### src/hdl/wis_pkg.sv
// package: request types, interval record and shared constants for weighted interval scheduling
package wis_pkg;

    localparam int MAX_INTERVALS_DEF = 64;
    localparam int TIME_W            = 16;
    localparam int END_W             = 17;
    localparam int PRICE_W           = 16;
    localparam int BEST_TOTAL_W      = 22;

    typedef struct packed {
        logic [TIME_W-1:0]  start_time;
        logic [TIME_W-1:0]  duration;
        logic [PRICE_W-1:0] price;
        logic               is_last;
    } t_in_req;

    typedef struct packed {
        logic [BEST_TOTAL_W-1:0] best_total;
        logic                    overflow;
    } t_out_req;

    typedef struct packed {
        logic [END_W-1:0]   end_t;
        logic [TIME_W-1:0]  start_t;
        logic [PRICE_W-1:0] price;
    } t_ival;

    typedef struct packed {
        logic ins;
        logic drain;
    } t_cell_ctl;

endpackage

### src/hdl/wis_cell.sv
// one cell of the sorting chain: holds one interval, inserts by end then start, shifts out on drain
module wis_cell (
    input  logic              i_clk,
    input  wis_pkg::t_cell_ctl i_ctl,
    input  logic              i_valid,
    input  logic              i_at_count,
    input  wis_pkg::t_ival    i_new,
    input  wis_pkg::t_ival    i_prev,
    input  logic              i_prev_gt,
    input  wis_pkg::t_ival    i_next,
    output wis_pkg::t_ival    o_data,
    output logic              o_gt
);
    import wis_pkg::*;

    t_ival r_data;

    // held interval sorts after the incoming one
    assign o_gt   = i_valid && ({r_data.end_t, r_data.start_t} > {i_new.end_t, i_new.start_t});
    assign o_data = r_data;

    always_ff @(posedge i_clk) begin
        if (i_ctl.drain) begin
            r_data <= i_next;
        end else if (i_ctl.ins) begin
            if (i_prev_gt) begin
                r_data <= i_prev;
            end else if (o_gt || i_at_count) begin
                r_data <= i_new;
            end
        end
    end

endmodule

### config.mk
export PLATFORM = sky130hd
export DESIGN_NAME = wis_cell
export DESIGN_NICKNAME = d
export VERILOG_FILES = /design/src/hdl/wis_pkg.sv /design/src/hdl/wis_cell.sv
export SDC_FILE = /design/constraint.sdc
export NUM_CORES = 1
export LEC_CHECK = 0
export BUFFER_PORTS_ARGS = -buffer_cell sky130_fd_sc_hd__buf_2
export CAP_MARGIN = 40
export CORE_MARGIN = 4
export CORE_UTILIZATION = 47
export CTS_CLUSTER_DIAMETER = 60
export DETAILED_ROUTE_END_ITERATION = 7
export GPL_TIMING_DRIVEN = 0
export PLACE_DENSITY = 0.86
export SLEW_MARGIN = 10
export SYNTH_ARGS = -nofsm -noshare
export SYNTH_HDL_FRONTEND = slang
export SYNTH_SLANG_ARGS = --single-unit
### constraint.sdc
create_clock -name i_clk -period 4.66 [get_ports i_clk]
set_clock_uncertainty 0.15 [all_clocks]
set_input_delay 0.233 -clock i_clk [delete_from_list [all_inputs] [get_ports i_clk]]
set_output_delay 0.233 -clock i_clk [all_outputs]
set_load 0.005 [all_outputs]
==> impl_results.md, run 1 <==
* Critical path endpoint category: register
* Drt total wl at 10100 um
* Utilization after layout at 0.665
* Area of the multi-input gates at 1650 um2
* Layout cell share with drive strength beyond 1 at 0.394
* CTS root buffer: clkbuf_8
* 1st-iter DRT viols at 189
* YS warnings at 0
* Most frequent cells in the layout: 204 x buf_2, 58 x nand2_1, 53 x o21ai_0
* Main synth FF type: edfxtp_1
* Ant diodes at 0
* Routed len/inst at 15.8 um
* Tot Pwr at 1120 uW
* Number of hold buffers added after CTS at 0
* Worst path max stage delay at 620 ps
* Die ar. at 8460 um2
* Hold Startpoint: i_next[10]
* Sink Count at 49
* Post-route ant nets at 0
* Total core area at 6830 um2
* Final setup vio count at 0
* Via count at 3291
* Slew @ Worst Pin at 702 ps
* IO buf count at 200
* Post-CTS setup buffer count at 0
* Slew HR at 0.532
* Fmax at 321 MHz
* CTS buffer count at 5
* Seq/Total Area, Yosys at 0.444
* CP cell instances: ha_1 -> nand4_1 -> nor4_1 -> nand3_1 -> a21oi_1 -> o31a_1 -> o22a_2 -> buf_16
* Peak VDD IR at 0.000130 V
* Reg power frac at 0.501
* Slowest CP cell: o22a_2
* Worst endpoint required time at 4510 ps
* Setup TNS at 0 ps
* Global-route wire length before repair at 15400 um
* Vias/cell at 5.15
* Final Cycle Share at 0.668
* Area growth syn-to-layout at 37.1%
* Final hold slack at 65.5 ps
* # rows at 30
* M2 GR Usage at 0.437
* Post-synth ARST share at 0
* Final nets at 728
* Grt total ovfl at 0
* Cell Int Power at 803 uW
* GR Util All Layers at 0.229
* Sw Pwr at 321 uW
* Sequential cell area at 1470 um2
* Drt drc at 0
* Cell taking the most area after synthesis: edfxtp_1
* Synth unique cells at 28
* Max-Cap Viols at 0
* M1 GR Usage at 0.259
* Startpoint Class: register
* Reg-to-reg startpoint: o_data[40]
* H-tree depth at 2
* Seq cells post-synth at 49
* Logic pwr share at 0.280
* Post-synth EDFFs at 49
* RSZ-0062 raised after global routing: false
* Top cells by area, synth: edfxtp_1 44%, mux2i_1 15%, ha_1 12%
* Setup CP Type: register to register
* Initial core utilization at 0.485
* Die height at 92.0 um
* Mapped Avg Cell Area at 9.92 um2
* Global placer's final weighted congestion at 0.823
* Clk slew on worst S/H paths at 90 ps
* Synth Net Count at 520
* Most common cell after layout, fill and taps aside: buf_2
* Max Root-Sink Buffers at 2
* Syn Inst Count at 334
* Synth top area share at 0.444
* DP Wirelength at 8360 um
* Worst Path Arrival at 2970 ps
* Fin crit period at 3110 ps
* Sw Ratio at 0.286
* Clk Latency, worst-skew pair at 290 ps
* Crit-path max FO at 27
* Met3 Usage GRT at 0.0533
* Launch point of the worst path: o_data[40]
* Filler cells at 564
* Status: completed
* Final Slew Violations at 0
* Cell Pwr Density at 247 nW/um2
* Gr busiest metal: met2
* Final Hold Viols at 0
* Worst Hold Class: input pin to register
* CTS tree: done
* Initial antenna violation count at 0
* Die Wd at 92.0 um
* Largest register FFs at 49
* Number of global-route vias before repair at 3323
* Post-CTS resize count at 0
* Largest net degree at the start of global routing at 28
* Syn Std Cell Area at 3310 um2
* Clock share of power at 0.219
* Lkg Pwr at 0.00236 uW
* Detailed Routing Iterations Pass 1 at 4
* I/O Pins at 203
==> stage by stage <==
step,worst slack (ps),instances,cell area (um2)
after global routing,1360,639,4540
after global placement,612,630,4440
after CTS,1490,639,4540
final,1550,639,4540
after floorplan,1390,334,3310
after detailed placement,1510,631,4460
==> critical path, delay by kind of cell, from the launching register on <==
family / cells / cell delay (ps)
AOI/OAI and AO/OA: 3 / 960
and+or+nand+nor: 3 / 710
DFF: 1 / 400
buffers and inverters: 1 / 250
adders and majority gates: 1 / 340
==> cell usage after synthesis (all sizes together), types with 2 or more instances <==
cell type	count
clkbuf	12
nor2	5
ha	33
a211oi	2
edfxtp	49
nand3	3
nand2	58
nand4	6
a221oi	2
o21ai	54
buf	5
mux2i	49
a21oi	13
inv	33
==> per-layer routing <==
metal  vias up  share of wire
li1       1612              -
met1      1519           0.37
met2       149           0.52
met3        11          0.092
met4         0          0.013
met5         -              0
==> cells by family (layout without fill, tap and decap cells) <==
family | count (synthesis) | count (layout) | share of synthesized area
compound gates | 75 | 75 | 0.124
buf+inv | 50 | 259 | 0.0593
mux | 49 | 49 | 0.148
flops | 49 | 49 | 0.444
fa+ha+maj | 33 | 33 | 0.125
simple gates | 78 | 78 | 0.100
==> power by group through the flow <==
stage          Combinational [uW]  Sequential, uW  Clock [uW]
6_report                      315             563         246
5_1_grt                       354             569         274
4_1_cts                       317             564         248
3_5_place_dp                  316             573           0
3_3_place_gp                  297             573           0
2_1_floorplan                 145             578           0
==> path summary, 6_finish.rpt <==
kind | end | slack [ps] | cells past startpoint
worst max-delay path | o_data[20] | 1550 | 8
worst min-delay path | o_data[10] | 70 | 3
worst min register to register | o_data[43] | 1480 | 5
worst max register to register | o_data[20] | 1550 | 8
==> final cells by class <==
cell class	count	area share
multi-input combinational	235	0.363
timing repair buffer	201	0.226
buffer	17	0.0160
clock buffer	8	0.0176
inverter	33	0.0273
tap	96	0.0264
sequential	49	0.324
Note: power is estimated with default switching activity, not from simulation.
==> run 2, diff against run 1 <==
ABC_AREA = 1   (was not set)
CORE_UTILIZATION = 45   (was 47)
PLACE_DENSITY = 0.82   (was 0.86)
clock period = 3.07 ns   (was 4.66 ns; I/O delays follow)
==> run 2 against run 1 <==
  * The run now ends with hold timing left
  * Final cell count up 18%
  * Non-clock buffer count up 33
  * Critical path depth up 4
  * Synthesized area up 5.6%
  * Register-to-register slack worse by 1200 ps
  * Clock power up 88%
  * Worst hold slack worse by 66 ps
  * Largest cell class unchanged
  * Largest power group unchanged
  * Highest routed layer unchanged
==> impl_results.md, run 2 <==
* Worst endpoint required time at 2930 ps (-1580 ps)
* Global placer's final weighted congestion at 0.830 (+0.80%)
* Syn Std Cell Area at 3500 um2 (+5.6%)
* Failing checks: hold timing
* Setup CP Type: register to register
* 1st-iter DRT viols at 140 (-26%)
* Layout cell share with drive strength beyond 1 at 0.356 (-0.0384)
* YS warnings at 0 (unchanged)
* IO buf count at 201 (+0.50%)
* Post-route ant nets at 0 (unchanged)
* # rows at 31 (+3.3%)
* Number of global-route vias before repair at 3941 (+19%)
* CTS tree: done
* Vias/cell at 5.17 (+0.46%)
* Top cells by area, synth: edfxtp_1 42%, ha_1 12%, nand2_1 10%
* Post-CTS resize count at 0 (unchanged)
* Slew HR at 0.543 (+0.0109)
* Largest register FFs at 49 (unchanged)
* Count leader, synth: nand2_1
* CTS buffer count at 5 (unchanged)
* Die height at 96.2 um (+4.6%)
* Final Slew Violations at 0 (unchanged)
* Filler cells at 625 (+11%)
* Post-synth ARST share at 0 (unchanged)
* GR Util All Layers at 0.247 (+0.0173)
* Syn Inst Count at 415 (+24%)
* Register-to-register setup slack at 370 ps (-1170 ps)
* Die ar. at 9250 um2 (+9.4%)
* Total core area at 7410 um2 (+8.4%)
* Post-synth EDFFs at 49 (unchanged)
* Status: finished, violations left
* Synth top area share at 0.420 (-0.0235)
* Ant diodes at 0 (unchanged)
* Routed len/inst at 15.9 um (+0.52%)
* Cell taking the most area after synthesis: edfxtp_1
* Die Wd at 96.2 um (+4.6%)
* Synth top cells by count: 96 x nand2_1, 50 x a21oi_1, 49 x edfxtp_1, 46 x inv_1, 33 x ha_1
* Utilization after layout at 0.683 (+0.0181)
* Final hold slack at -0.913 ps (-66.4 ps)
* Max Root-Sink Buffers at 2 (unchanged)
* Critical path endpoint category: register
* Grt total ovfl at 0 (unchanged)
* Initial antenna violation count at 0 (unchanged)
* Fin crit period at 2700 ps (-417 ps)
* Seq/Total Area, Yosys at 0.420 (-0.0235)
* Final setup vio count at 0 (unchanged)
* Detailed Routing Iterations Pass 1 at 4 (unchanged)
* Via count at 3901 (+19%)
* Clk slew on worst S/H paths at 90 ps (about the same)
* Worst Hold Class: input pin to register
* Finished Cell Area at 5060 um2 (+11%)
* Fmax at 371 MHz (+15%)
* Cell Pwr Density at 373 nW/um2 (+51%)
* Final Cycle Share at 0.879 (+0.210)
* Sink Count at 49 (unchanged)
* Final Hold Viols at 1 (+1)
* Placed Cells at 716 (+13%)
* Mapped Avg Cell Area at 8.43 um2 (-15%)
* Clk Latency, worst-skew pair at 300 ps (about the same)
* Max-Cap Viols at 0 (unchanged)
* I/O Pins at 203 (unchanged)
* Final nets at 840 (+15%)
* Post-CTS setup buffer count at 0 (unchanged)
* Global-route wire length before repair at 17700 um (+15%)
* Peak VDD IR at 0.000243 V (+87%)
* Slew @ Worst Pin at 686 ps (-16.4 ps)
* Synth Net Count at 601 (+16%)
* Seq cells post-synth at 49 (unchanged)
* RSZ-0062 raised after global routing: false
* Drt total wl at 12000 um (+19%)
* Synth unique cells at 22 (-21%)
* Startpoint Class: register
* Most frequent cells in the layout: 209 x buf_2, 96 x nand2_1, 50 x a21oi_1
* H-tree depth at 2 (unchanged)
* Final Non-Filler Cells at 754 (+18%)
* Initial core utilization at 0.472 (-0.0128)
* Setup TNS at 0 ps (unchanged)
* Placed instance area at 4660 um2 (+4.3%)
* Lkg Pwr at 0.00249 uW (+5.5%)
* Crit-path max FO at 25 (-7.4%)
* Largest net degree at the start of global routing at 26 (-7.1%)
* Main synth FF type: edfxtp_1
* Most common cell after layout, fill and taps aside: buf_2
* Worst Path Arrival at 2560 ps (-410 ps)
* CTS root buffer: clkbuf_8
* Drt drc at 0 (unchanged)
* Area growth syn-to-layout at 44.7%
* DP Wirelength at 9010 um (+7.7%)
-- run 2: final cells by class --
type	count	area (um2)	area share
multi-input combinational	297	1770	0.350
sequential	49	1470	0.291
timing repair buffer	231	1320	0.260
inverter	50	188	0.0371
tap	99	124	0.0245
buffer	20	85.1	0.0168
clock buffer	6	72.6	0.0143
clock inverter	2	33.8	0.00667
-- run 2: final timing paths --
path         startpoint    endpoint  depth (start not counted)
max          o_data[24]  o_data[34]                         12
min          i_next[29]  o_data[29]                          2
max reg2reg  o_data[24]  o_data[34]                         12
min reg2reg  o_data[33]   o_data[2]                          9
-- run 2: worst max-delay path, stage by stage, from the launching register on --
cell      delay (ps)
edfxtp_1         400
ha_1             360
nand2_1          100
nor2_2           150
nand2_2           60
nor2_2           120
nand2_1           60
nand2_1           50
nor2_1            40
nand2_2           70
nand2_2           90
a21oi_4          470
buf_12           260
-- run 2: cells by family after synthesis --
family / share of synthesized area
fa+ha+maj: 0.118
compound gates: 0.208
simple gates: 0.175
flops: 0.420
buf+inv: 0.0779
-- run 2: what timing repair did --
item,4_1_cts,5_1_grt
endpoints found under the hold margin,29,0
hold buffers,29,0
setup endpoints to repair,0,25
-- run 2: per-layer routing --
metal | GRT usage | share of wire | wire length (um) | up-vias
met5 | 0 | 0 | 0 | -
li1 | - | - | - | 1907
met2 | 0.447 | 0.51 | 6140 | 194
met4 | 0.0829 | 0.026 | 310 | 0
met1 | 0.289 | 0.38 | 4570 | 1769
met3 | 0.0469 | 0.081 | 976 | 31
-- run 2: power by group --
part           internal (uW)  switching [uW]
Combinational            270             305
Clock                    241             222
Sequential               822            30.8
Total                   1330             558
-- run 2: per-stage QoR --
stage | worst slack [ps] | hold WS [ps] | power (uW)
final | 372 | -0.913 | 1890
after detailed placement | 145 | 279 | 1410
after floorplan | 332 | 190 | 1150
after global placement | -170 | 277 | 1380
after CTS | 123 | 2.94 | 1890
after global routing | 185 | 12.7 | 1980
==> run 3, diff against run 2 <==
CELL_PAD_IN_SITES_DETAIL_PLACEMENT = 0   (was not set)
CELL_PAD_IN_SITES_GLOBAL_PLACEMENT = 1   (was not set)
CORE_UTILIZATION = 31   (was 45)
PLACE_DENSITY = not set   (was 0.82)
PLACE_DENSITY_LB_ADDON = 0.1   (was not set)
==> run 3 against run 2 <==
  * The run now ends clean
  * Utilization is 21 points lower
  * Register-to-register slack worse by 40 ps
  * Sequential share of layout area down 0.58 points
  * Final cell count is 5.3% higher
  * Routed wire length is 0.53% higher
  * Total power up 8.7%
  * Flip-flop and latch count unchanged
  * Global-route usage down 6.4 points
  * Via count shrank 4.3%
  * Worst hold slack gained 10 ps
  * Critical path type unchanged
==> impl_results.md, run 3 (same netlist as run 2, synthesis figures left out) <==
* Worst endpoint required time at 2910 ps (-20 ps)
* Final Hold Viols at 0 (-1)
* Number of global-route vias before repair at 3900 (-1.0%)
* Die ar. at 13100 um2 (+41%)
* Slew HR at 0.591 (+0.0487)
* Final nets at 839 (-0.12%)
* Setup TNS at 0 ps (unchanged)
* Detailed Routing Iterations Pass 1 at 4 (unchanged)
* Worst path max stage delay at 500 ps (+30 ps)
* Hold Path Sink: o_data[29]
* DP Wirelength at 9430 um (+4.7%)
* Post-CTS setup buffer count at 0 (unchanged)
* Drt drc at 0 (unchanged)
* Via count at 3735 (-4.3%)
* Initial core utilization at 0.320 (-0.152)
* Ant diodes at 0 (unchanged)
* Post-CTS resize count at 0 (unchanged)
* CP cell instances: ha_1 -> nand2_1 -> nor2_2 -> nand2_2 -> nor2_2 -> nand2_1 -> nand2_1 -> nor2_1 -> nand2_2 -> nand2_2 -> a21oi_4 -> buf_12
* Critical path endpoint category: register
* Total core area at 10900 um2 (+48%)
* Layout cell share with drive strength beyond 1 at 0.356 (+0.000544)
* Grt total ovfl at 0 (unchanged)
* Largest register FFs at 49 (unchanged)
* Die Wd at 114 um (+19%)
* Vias/cell at 4.70 (-9.1%)
* Final Slew Violations at 0 (unchanged)
* Fin crit period at 2740 ps (+44.5 ps)
* Final Cycle Share at 0.893 (+0.0145)
* Reg-to-reg startpoint: o_data[24]
* I/O Pins at 203 (unchanged)
* Clk Latency, worst-skew pair at 290 ps (about the same)
* Sink Count at 49 (unchanged)
* Worst Hold Class: input pin to register
* Die height at 114 um (+19%)
* RSZ-0062 raised after global routing: false
* Utilization after layout at 0.472 (-0.211)
* CTS root buffer: clkbuf_16
* H-tree depth at 2 (unchanged)
* Tot Pwr at 2050 uW (+8.7%)
* Area growth syn-to-layout at 47.6%
* Max-Cap Viols at 0 (unchanged)
* CTS buffer count at 5 (unchanged)
* Drt total wl at 12100 um (+0.53%)
* Setup CP Type: register to register
* CP delay by family, top: simple AND/OR/NAND/NOR gates
* Worst R2R End: o_data[33]
* Fmax at 365 MHz (-1.6%)
* Placed Cells at 758 (+5.9%)
* Cell Pwr Density at 398 nW/um2 (+6.5%)
* Register-to-register setup slack at 330 ps (-40 ps)
* GR Util All Layers at 0.183 (-0.0638)
* Status: completed
* Largest net degree at the start of global routing at 25 (-3.8%)
* WHS Path Cells at 2 (unchanged)
* Number of hold buffers added after CTS at 28 (-3.4%)
* Most common cell after layout, fill and taps aside: buf_2
* Most frequent cells in the layout: 209 x buf_2, 96 x nand2_1, 50 x a21oi_1
* Final setup vio count at 0 (unchanged)
* Clk slew on worst S/H paths at 70 ps (-20 ps)
* Post-route ant nets at 0 (unchanged)
* Worst Path Arrival at 2580 ps (+20 ps)
* Max Root-Sink Buffers at 2 (unchanged)
* Startpoint Class: register
* Slew @ Worst Pin at 613 ps (-73.1 ps)
* Hold Startpoint: i_next[29]
* Worst path bufs/invs at 1 (unchanged)
* Peak VDD IR at 0.000197 V (-19%)
* Worst reg-to-reg path cell count at 12 (unchanged)
* # rows at 38 (+23%)
* Lkg Pwr at 0.00252 uW (+1.1%)
* Routed len/inst at 15.2 um (-4.5%)
* Global placer's final weighted congestion at 0.793 (-4.4%)
* CTS tree: done
* Global-route wire length before repair at 19100 um (+8.2%)
* Final Non-Filler Cells at 794 (+5.3%)
* Post-place setup slack at 319 ps (+174 ps)
* IO buf count at 201 (unchanged)
* 1st-iter DRT viols at 164 (+17%)
* Initial antenna violation count at 0 (unchanged)
* Slowest CP cell: a21oi_4
* Crit-path max FO at 24 (-4.0%)
* Final WS setup at 328 ps (-44.5 ps)
==> run 3: area by class of cell <==
type	instances	area, um2
fillers	1139	5770
inverters	50	188
clock inverters	2	33.8
well taps	140	175
clock buffers	6	129
multi-input cells	296	1760
repair buffers	231	1320
flip-flops and latches	49	1470
plain buffers	20	85.1
==> run 3: metal layers <==
metal / global-route usage / vias to the layer above / part of all wire
li1: - / 1904 / -
met1: 0.226 / 1692 / 0.42
met2: 0.324 / 133 / 0.50
met3: 0.0439 / 6 / 0.076
met4: 0.0388 / 0 / 0.0078
met5: 0 / - / 0
==> run 3: where the power goes <==
group          switching, uW  total [uW]  internal [uW]  leakage [uW]
clock network            252         635            383     0.0000785
registers               29.8         852            822      0.000487
logic                    298         568            271       0.00195
total                    579        2050           1480       0.00252
==> run 3: how the worst max path moves through the flow <==
stage	from	endpoint	slack (ps)	cells after the start
2_1_floorplan	o_data[46]	o_data[0]	330	11
3_3_place_gp	o_data[24]	o_data[33]	-380	11
3_5_place_dp	o_data[24]	o_data[33]	320	12
4_1_cts	o_data[24]	o_data[33]	290	12
5_1_grt	o_data[24]	o_data[33]	130	12
6_report	o_data[24]	o_data[33]	330	12
==> run 3: stage by stage <==
| stage | hold WS [ps] | cell area [um2] |
|---|---|---|
| floorplan | 190 | 3510 |
| global placement | 275 | 4690 |
| detailed placement | 279 | 4720 |
| CTS | 4.47 | 5170 |
| global route | 16.4 | 5170 |
| finish | 9.33 | 5170 |
==> run 3: worst reg2reg max path, delay by kind of cell, from the launching register on <==
| kind | cells | cell delay, ps |
|---|---|---|
| AOI/OAI and AO/OA | 1 | 500 |
| adders and majority gates | 1 | 360 |
| buffers and inverters | 1 | 260 |
| DFF | 1 | 420 |
| and+or+nand+nor | 9 | 730 |
